## config.mk

```make
export PLATFORM = sky130hd
export DESIGN_NAME = minifloat_add_mul_unit
export DESIGN_NICKNAME = d
export VERILOG_FILES = /design/src/sv/mfam_pkg.sv /design/src/sv/mfam_core.sv /design/src/sv/minifloat_add_mul_unit.sv
export SDC_FILE = /design/constraint.sdc
export NUM_CORES = 1
export LEC_CHECK = 0
export BUFFER_PORTS_ARGS = -buffer_cell sky130_fd_sc_hd__buf_2
export CAP_MARGIN = 30
export CORE_UTILIZATION = 40
export DETAILED_ROUTE_END_ITERATION = 16
export PLACE_DENSITY_LB_ADDON = 0.08
export SKIP_LAST_GASP = 1
export SLEW_MARGIN = 15
export SYNTH_ARGS = -nofsm -noshare
export SYNTH_HDL_FRONTEND = slang
export SYNTH_HIERARCHICAL = 1
export SYNTH_SLANG_ARGS = --single-unit
```

## constraint.sdc

```tcl
create_clock -name clk -period 8.5 [get_ports clk]
set_clock_uncertainty 0.05 [all_clocks]
set_input_delay 0.85 -clock clk [delete_from_list [all_inputs] [get_ports clk]]
set_output_delay 0.85 -clock clk [all_outputs]
set_load 0.02 [all_outputs]
```

## src/sv/mfam_pkg.sv

```systemverilog
// ---------------------------------------------------------------------------
// mfam_pkg
// Shared types and constants for the minifloat add / multiply unit.
// ---------------------------------------------------------------------------
package mfam_pkg;

	// minifloat word layout
	localparam int unsigned WORD_W = 14;
	localparam int unsigned EXP_W  = 6;
	localparam int unsigned FRAC_W = 8;
	localparam int unsigned SIG_W  = FRAC_W + 1;
	localparam int unsigned PROD_W = 2 * SIG_W;

	localparam logic [EXP_W-1:0] EXP_ZERO = '0;
	localparam logic [EXP_W-1:0] EXP_MAX  = '1;
	localparam logic [7:0]       BIAS     = 8'd31;

	// result status codes
	typedef enum logic [1:0] {
		ST_OK      = 2'd0,
		ST_ZERO    = 2'd1,
		ST_SPECIAL = 2'd2,
		ST_OVER    = 2'd3
	} status_t;

	// one computed result
	typedef struct packed {
		logic [WORD_W-1:0] value;
		status_t           status;
	} result_t;

endpackage

```

## src/sv/mfam_core.sv

```systemverilog
// ---------------------------------------------------------------------------
// mfam_core
// Combinational minifloat add / multiply with truncation and status.
// ---------------------------------------------------------------------------
module mfam_core (
	input  logic                          op,
	input  logic [mfam_pkg::WORD_W-1:0]   operand_a,
	input  logic [mfam_pkg::WORD_W-1:0]   operand_b,
	output mfam_pkg::result_t             res
);

	logic [mfam_pkg::EXP_W-1:0]  ea, eb;
	logic [mfam_pkg::SIG_W-1:0]  sig_a, sig_b;
	logic                        any_zero, any_special;

	// field split with hidden one
	assign ea    = operand_a[mfam_pkg::WORD_W-1:mfam_pkg::FRAC_W];
	assign eb    = operand_b[mfam_pkg::WORD_W-1:mfam_pkg::FRAC_W];
	assign sig_a = {1'b1, operand_a[mfam_pkg::FRAC_W-1:0]};
	assign sig_b = {1'b1, operand_b[mfam_pkg::FRAC_W-1:0]};

	assign any_zero    = (ea == mfam_pkg::EXP_ZERO) || (eb == mfam_pkg::EXP_ZERO);
	assign any_special = (ea == mfam_pkg::EXP_MAX) || (eb == mfam_pkg::EXP_MAX);

	// addition path: pick large operand, align small one
	logic                         a_large;
	logic [mfam_pkg::EXP_W-1:0]   lg_e, sm_e, diff;
	logic [mfam_pkg::SIG_W-1:0]   lg_sig, sm_sig, sm_aligned;
	logic [mfam_pkg::WORD_W-1:0]  lg_word;
	logic [mfam_pkg::SIG_W:0]     sum;
	logic [mfam_pkg::EXP_W:0]     add_e;
	logic [mfam_pkg::FRAC_W-1:0]  add_frac;
	logic                         far_apart;

	assign a_large    = (ea >= eb);
	assign lg_e       = a_large ? ea : eb;
	assign sm_e       = a_large ? eb : ea;
	assign lg_sig     = a_large ? sig_a : sig_b;
	assign sm_sig     = a_large ? sig_b : sig_a;
	assign lg_word    = a_large ? operand_a : operand_b;
	assign diff       = lg_e - sm_e;
	assign far_apart  = (diff > mfam_pkg::EXP_W'(mfam_pkg::FRAC_W));
	assign sm_aligned = sm_sig >> diff[3:0];
	assign sum        = {1'b0, lg_sig} + {1'b0, sm_aligned};
	assign add_e      = {1'b0, lg_e} + {{mfam_pkg::EXP_W{1'b0}}, sum[mfam_pkg::SIG_W]};
	assign add_frac   = sum[mfam_pkg::SIG_W] ? sum[mfam_pkg::FRAC_W:1]
	                                         : sum[mfam_pkg::FRAC_W-1:0];

	// multiplication path: exact 9x9 product, renormalize by one
	logic [mfam_pkg::PROD_W-1:0]  prod;
	logic                         prod_carry;
	logic [7:0]                   mul_e;
	logic [mfam_pkg::FRAC_W-1:0]  mul_frac;
	logic                         mul_under, mul_over;

	assign prod       = {{mfam_pkg::SIG_W{1'b0}}, sig_a} * {{mfam_pkg::SIG_W{1'b0}}, sig_b};
	assign prod_carry = prod[mfam_pkg::PROD_W-1];
	assign mul_e      = {2'b00, ea} + {2'b00, eb} + {7'b0, prod_carry} - mfam_pkg::BIAS;
	assign mul_frac   = prod_carry ? prod[mfam_pkg::PROD_W-2:mfam_pkg::SIG_W]
	                               : prod[mfam_pkg::PROD_W-3:mfam_pkg::FRAC_W];
	assign mul_under  = mul_e[7] || (mul_e == 8'd0);
	assign mul_over   = !mul_e[7] && (mul_e[6:0] >= {1'b0, mfam_pkg::EXP_MAX});

	// result selection
	always_comb begin
		res.value  = '0;
		res.status = mfam_pkg::ST_OK;
		if (any_zero) begin
			res.status = mfam_pkg::ST_ZERO;
		end else if (any_special) begin
			res.status = mfam_pkg::ST_SPECIAL;
		end else if (!op) begin
			if (far_apart) begin
				res.value = lg_word;
			end else if (add_e >= {1'b0, mfam_pkg::EXP_MAX}) begin
				res.status = mfam_pkg::ST_OVER;
			end else begin
				res.value = {add_e[mfam_pkg::EXP_W-1:0], add_frac};
			end
		end else begin
			if (mul_under) begin
				res.status = mfam_pkg::ST_ZERO;
			end else if (mul_over) begin
				res.status = mfam_pkg::ST_OVER;
			end else begin
				res.value = {mul_e[mfam_pkg::EXP_W-1:0], mul_frac};
			end
		end
	end

endmodule

```

## src/sv/minifloat_add_mul_unit.sv

```systemverilog
// ---------------------------------------------------------------------------
// minifloat_add_mul_unit
// Adds or multiplies two 14-bit unsigned minifloats, truncating the result.
// ---------------------------------------------------------------------------
// Usage:
//   Input channel (in_valid / in_stall) carries one item: op (0 add,
//   1 multiply) and the two operands. Output channel (out_valid /
//   out_stall) returns one item per input: result_value and status.
//   An item is moved at a clock edge where valid is high and stall low.
// Path: an accepted input item is held in the operand register, passes
//   through the arithmetic into the result register, and out_valid then
//   rises; the result is taken at an edge where out_stall is low.
// Throughput: one item per cycle while out_stall stays low; a 9x9
//   multiply and one aligned add set the single stage of logic.
// Stall: when out_stall holds, the result register keeps its item and
//   the operand register can still take one more item; in_stall rises
//   only once both registers hold items and the output is stalled.
// Reset: arst_n clears both valid flags; no item is in flight afterwards.
// ---------------------------------------------------------------------------
module minifloat_add_mul_unit (
	input  logic                         clk,
	input  logic                         arst_n,
	input  logic                         in_valid,
	output logic                         in_stall,
	input  logic                         op,
	input  logic [mfam_pkg::WORD_W-1:0]  operand_a,
	input  logic [mfam_pkg::WORD_W-1:0]  operand_b,
	output logic                         out_valid,
	input  logic                         out_stall,
	output logic [mfam_pkg::WORD_W-1:0]  result_value,
	output logic [1:0]                   status
);

	logic                         valid_s1, valid_s2;
	logic                         op_s1;
	logic [mfam_pkg::WORD_W-1:0]  a_s1, b_s1;
	mfam_pkg::result_t            res_c, res_s2;
	logic                         adv_s1, adv_s2;

	// pipeline advance
	assign adv_s2   = !valid_s2 || !out_stall;
	assign adv_s1   = !valid_s1 || adv_s2;
	assign in_stall = !adv_s1;

	// operand register
	always_ff @(posedge clk or negedge arst_n) begin
		if (!arst_n) begin
			valid_s1 <= 1'b0;
		end else if (adv_s1) begin
			valid_s1 <= in_valid;
		end
	end

	always_ff @(posedge clk) begin
		if (adv_s1 && in_valid) begin
			op_s1 <= op;
			a_s1  <= operand_a;
			b_s1  <= operand_b;
		end
	end

	// arithmetic
	mfam_core u_core (
		.op        (op_s1),
		.operand_a (a_s1),
		.operand_b (b_s1),
		.res       (res_c)
	);

	// result register
	always_ff @(posedge clk or negedge arst_n) begin
		if (!arst_n) begin
			valid_s2 <= 1'b0;
		end else if (adv_s2) begin
			valid_s2 <= valid_s1;
		end
	end

	always_ff @(posedge clk) begin
		if (adv_s2 && valid_s1) begin
			res_s2 <= res_c;
		end
	end

	assign out_valid    = valid_s2;
	assign result_value = res_s2.value;
	assign status       = res_s2.status;

endmodule

```

### After elaboration in Yosys (flattened, before gate mapping)

Cells that the tools add are included.

| cells by class | value |
|---|---|
| add/sub/neg operators | 6 |
| multiply operators | 1 |
| divide/modulo/power cells | 0 |
| order comparisons | 4 |
| equal/unequal tests | 2 |
| shifts and indexed selects | 1 |
| mux-type cells | 17 |
| bitwise gates (word level) | 0 |
| reductions and logical operators | 17 |

Operators with widths:

| kind | count |
|---|---|
| $mux W14 | 5 |
| $mux W8 | 4 |
| $mul A9 B9 Y18 | 1 |
| $mux W16 | 1 |
| $ge A7 B6 Y1 const B | 2 |
| $eq A6 B6 Y1 const B | 2 |
| $logic_not A6 Y1 | 2 |
| $mux W6 | 2 |
| $add A9 B9 Y10 | 1 |
| $mux W2 | 5 |
| $shr A9 B4 Y9 | 1 |
| $add A8 B1 Y8 | 1 |
| $logic_not A8 Y1 | 1 |
| $sub A8 B5 Y8 const B | 1 |
| $add A6 B1 Y7 | 1 |
| $add A6 B6 Y7 | 1 |
| $ge A6 B6 Y1 | 1 |
| $gt A6 B4 Y1 const B | 1 |
| $sub A6 B6 Y6 | 1 |
| $logic_not A1 Y1 | 5 |
| $logic_or A1 B1 Y1 | 5 |
| $logic_and A1 B1 Y1 | 3 |
| $reduce_or A2 Y1 | 1 |

| word-level totals | value |
|---|---|
| register bits | 47 |
| bits in latches | 0 |
| memory bits (writable) | 0 |
| ROM bits | 0 |
| input port bits | 33 |
| output and inout port bits | 18 |
| logic and storage cells | 55 |
| memories | 0 |

### Logic depth before layout (Yosys ltp)

| logic depth | value |
|---|---|
| word-level depth | 11 |
| gate-level depth with buffers | 39 |
| gate-level depth less buffers | 34 |

### Cells and area by module

Netlist, hierarchy kept.

Modules (own cells, without submodules):

| module | times used | cells each | area each (um^2) | seq. area each (um^2) |
|---|---|---|---|---|
| mfam_core | 1 | 690 | 5158.7 | 0.0 |
| minifloat_add_mul_unit | 1 | 53 | 1443.9 | 1401.3 |

### Worst setup path before layout

Ideal clock, no wire load.

| timing | value |
|---|---|
| path type | reg-to-reg |
| start point | reg a_s1[8] in the netlist's numbering |
| end point | reg res_s2 (netlist bit result_value[8]), data pin |
| library setup time | 0.275 ns |
| data arrival time | 7.569 ns |
| required time | 8.175 ns |
| setup slack | 0.606 ns |
| stages on the path, launching flop included | 39 |
| path buffers | 5 |
| clock period less this slack | 7.894 ns |
| cell sequence | edfxtp_1 -> inv_1 -> ha_1 -> buf_6 -> nand2b_4 -> a21o_1 -> a211oi_2 -> buf_6 -> clkbuf_1 -> clkbuf_1 -> o21a_1 -> ha_1 -> nor2_1 -> o2111a_1 -> a211oi_1 -> a31o_2 -> a211oi_1 -> a211oi_1 -> (+3 left out) -> o21ai_0 -> o41ai_1 -> nand2b_1 -> nand2b_1 -> nor2_1 -> inv_1 -> ha_1 -> ha_1 -> nand2_1 -> nor2_1 -> a41oi_1 -> mux2i_1 -> o21ai_1 -> o32ai_2 -> and4bb_1 -> buf_2 -> a221oi_1 -> a211oi_1 |

| on the way | value |
|---|---|
| longest elaborated chain between the ends | 10 |
| elaborated cells on any way between the ends | 30 |
| classes of those cells | add/sub (6); order compare (4); eq/ne (1); shift (1); mux (10); reduce/logical (8) |

Ends and longest elaborated chain:

| element | line | source |
|---|---|---|
| from (decl) | minifloat_add_mul_unit.sv:36 | `logic [mfam_pkg::WORD_W-1:0] a_s1, b_s1;` |
| from (signal assigned) | minifloat_add_mul_unit.sv:57 | `a_s1 <= operand_a;` |
| $ge A6 B6 Y1 | mfam_core.sv:35 | `assign a_large = (ea >= eb);` |
| $mux W6 (on tied branches) | mfam_core.sv:36, mfam_core.sv:37 |  |
| $sub A6 B6 Y6 | mfam_core.sv:41 | `assign diff = lg_e - sm_e;` |
| $shr A9 B4 Y9 | mfam_core.sv:43 | `assign sm_aligned = sm_sig >> diff[3:0];` |
| $add A9 B9 Y10 | mfam_core.sv:44 | `assign sum = {1'b0, lg_sig} + {1'b0, sm_aligned};` |
| $add A6 B1 Y7 | mfam_core.sv:45 | `assign add_e = {1'b0, lg_e} + {{mfam_pkg::EXP_W{1'b0}}, sum[mfam_pkg::SIG_W]};` |
| $ge A7 B6 Y1 | mfam_core.sv:75 | `end else if (add_e >= {1'b0, mfam_pkg::EXP_MAX}) begin` |
| $mux W14 | mfam_core.sv:75 |  |
| $mux W14 | mfam_core.sv:73 | `if (far_apart) begin` |
| $mux W16 | mfam_core.sv:72 | `end else if (!op) begin` |
| to (signal assigned) | minifloat_add_mul_unit.sv:81 | `res_s2 <= res_c;` |
| to (decl) | minifloat_add_mul_unit.sv:37 | `mfam_pkg::result_t res_c, res_s2;` |

Parallel ways exist; a longest one is shown, timed or not.
A chain may end at the register's enable or synchronous reset.

### Worst setup path in the final report

| timing | value |
|---|---|
| start point | reg a_s1[8] in the netlist's numbering |
| end point | reg res_s2 (netlist bit result_value[9]), data pin |

Same word-level chain as after synthesis.

==> results_dict.tcl <==
set metrics [dict create \
    status "completed" \
    synthArstFlopShare 0.0426 \
    final_nets 921 \
    powerDensity_mw_per_mm2 244 \
    power_frac_seq 0.185 \
    relSlewSlack 0.331 \
    power_switching_mw 0.850 \
    cts.sinks 47 \
    synth_cell_types 81 \
    area_delta_synth_final_pct 10.0 \
    setup_violations 0 \
    first_global_vias 5082 \
    die_h_microns 130 \
    drt_iter0_drc 428 \
    place_area_sq_mm 0.00705 \
    grtUsageTotal 0.214 \
    final-hold-violation-count 0 \
    p_clk_frac 0.113 \
    syn_area_sq_mm 0.00660 \
    grt-ovfl-total 0 \
    fin_crit_sh 0.932 \
    ys_ff_latch 47 \
    cap_violations 0 \
    cts.path.max_buffers 2 \
    start_util 0.413 \
    totalWireLength_microns 17500 \
    numCtsBuffers 5 \
    crit_slowest_cell "a2111o_1" \
    firstDrtPassIters 5 \
    path_common_cell "ha_1" \
    drt.antenna.violating_nets 0 \
    portBuffers 50 \
    fp.dieW_microns 130 \
    vias 5497 \
    path_max_fanout 11 \
    power_mw 1.77 \
    drive_above_1_share 0.138 \
    worstRegToRegCells 34 \
    synth-edff-count 45 \
    end_kind "flip-flop" \
    fmax_mhz 126 \
    tightest_slew_ps 978 \
    p_leak_nw 3.32 \
    postCtsHoldBufs 0 \
    period_minus_slack_ps 7920 \
    cp-start-kind "flip-flop" \
    whs_ps 279 \
    grt-busiest-layer "met1" \
    required_ps 8460 \
    gp_routability_congestion 0.874 \
    cts_tree "done" \
    gr-usage-met3 0.0358 \
    cp.arrival_ps 7880 \
    clkSlewWorstSetupHoldPaths_ps 60 \
    grtUsageMet1 0.333 \
    ys.flop_type "edfxtp_1" \
    n_antenna_cell 0 \
    critPathMaxStageDelay_ps 450 \
    grt_pass1_wl_microns 27600 \
    dieArea_sq_mm 0.0170 \
    synth_nets 885 \
    clk-insertion-delay-late_ps 300 \
    synthCells 743 \
    p_int_mw 0.922 \
    num_rows 46 \
    use_met2 0.313 \
    hold_path.class "in -> async" \
    grt_max_degree 29 \
    switching_share 0.480 \
    vdd_drop_max_uv 110 \
    viasPerCell 5.52 \
    hpwl_microns 14000 \
    wl_per_cell_microns 17.6 \
    htreeDepth 2 \
    pin_count 51 \
    crit_type "reg -> reg" \
    synth-seq-area-share 0.212 \
    syn_avg_cell_area_sq_um 8.89 \
    p_comb_frac 0.703 \
    post-route-drc-count 0 \
    synth_warnings 6 \
    ctsRootBufferMaster "clkbuf_16" \
    final_cell_area_sq_mm 0.00727 \
    slew_violations 0 \
    coreArea_sq_mm 0.0160 \
    antenna_found_initial 0 \
    rsz0062_at_grt "false" \
    final_util 0.454 \
]
[what timing repair did]
item,in CTS,in global routing
buffers inserted,0,3
endpoints found under the setup margin,2,16
gates resized for setup,1,12
gates cloned,0,0
pin swaps,0,1
[flip-flops by register name, indices dropped and copies added, names as in the netlist]
signal,cells
b_s1,14
status,2
op_s1,1
out_valid,1
a_s1,14
result_value,14
valid_s1,1
[routing by layer]
| metal | up-vias | routed length (microns) |
|---|---|---|
| met4 | 0 | 106 |
| met3 | 8 | 1210 |
| met5 | - | 0 |
| met2 | 213 | 7280 |
| li1 | 2652 | - |
| met1 | 2624 | 8920 |
[area by class of cell]
class                      instances  area (sq um)
clock inverter                     2          12.5
tap                              216           270
timing repair buffer              65           363
inverter                         105           394
sequential                        47          1400
fill                            1605          8730
clock buffer                       6           129
multi-input combinational        555          4700
[worst paths after layout]
check	start	to	slack, ps
worst max-delay path	a_s1[8]	result_value[9]	580
worst min-delay path	arst_n	out_valid	280
worst max register to register	a_s1[8]	result_value[9]	580
worst min register to register	valid_s1	out_valid	450
max in group asynchronous	arst_n	valid_s1	8030
min in group clk	valid_s1	out_valid	450
[logic make-up after synthesis]
kind of cell | synth area share
AOI/OAI and AO/OA | 0.182
xor gates and xnor gates | 0.0275
adders and majority gates | 0.265
buffers and inverters | 0.0857
DFF | 0.212
muxes | 0.0542
and+or+nand+nor | 0.174
[cell usage in the layout (no fill, tap or decap), types with 13 or more instances in the layout]
cell type and count:
nand3_1 15, buf_4 15, o21ai_0 28, nor3_1 15
inv_1 105, a21oi_1 39, nand2_1 72, a21o_1 13
mux2i_1 29, nor2_1 39, fa_1 51, ha_1 55
buf_2 50, edfxtp_1 45, and2_1 25
[Yosys cell counts, types with 4 or more instances]
master	count	area (sq um)
clkbuf_1	23	86.3
a221oi_1	4	35.0
a31oi_1	5	31.3
nor3_1	15	75.1
o21bai_1	4	30.0
a211oi_1	15	113
inv_1	105	394
nand2b_1	9	56.3
o211ai_1	6	45.0
nor2_1	41	154
mux2i_1	29	290
a21oi_1	39	195
nand3_1	15	75.1
nand2_1	72	270
and2_1	25	156
nor4_1	4	25.0
xnor2_1	11	96.3
nand4_1	4	25.0
or3_1	9	56.3
a21o_1	13	97.6
edfxtp_1	45	1350
ha_1	58	726
nor2b_1	11	68.8
fa_1	51	1020
buf_2	8	40.0
xor2_1	7	61.3
o21a_1	9	67.6
and3_1	4	25.0
o21ai_0	28	140
[power groups by stage]
stage          Clock [mW]  Combinational (mW)  Sequential (mW)
3_3_place_gp            0                1.21            0.333
5_1_grt             0.213                1.39            0.333
2_1_floorplan           0               0.914            0.343
3_5_place_dp            0                1.23            0.333
4_1_cts             0.204                1.23            0.328
6_report            0.199                1.25            0.327
[worst max-delay path: cells and delay by family (launching register included)]
kind / cells / cell delay (ps)
AND/OR/NAND/NOR: 8 / 1400
flip-flops: 1 / 440
adder cells (fa/ha/maj): 5 / 1520
multiplexers: 1 / 160
AO/OA/AOI/OAI: 18 / 3800
buffers and inverters: 2 / 240
[through the flow]
step	worst slack [ps]	instances	TNS, ps
2_1_floorplan	606	743	0
3_3_place_gp	53.1	985	0
3_5_place_dp	-42.8	985	-84.5
4_1_cts	86.8	993	0
5_1_grt	12.3	996	0
6_report	582	996	0
Note: power is estimated with default switching activity, not from simulation.
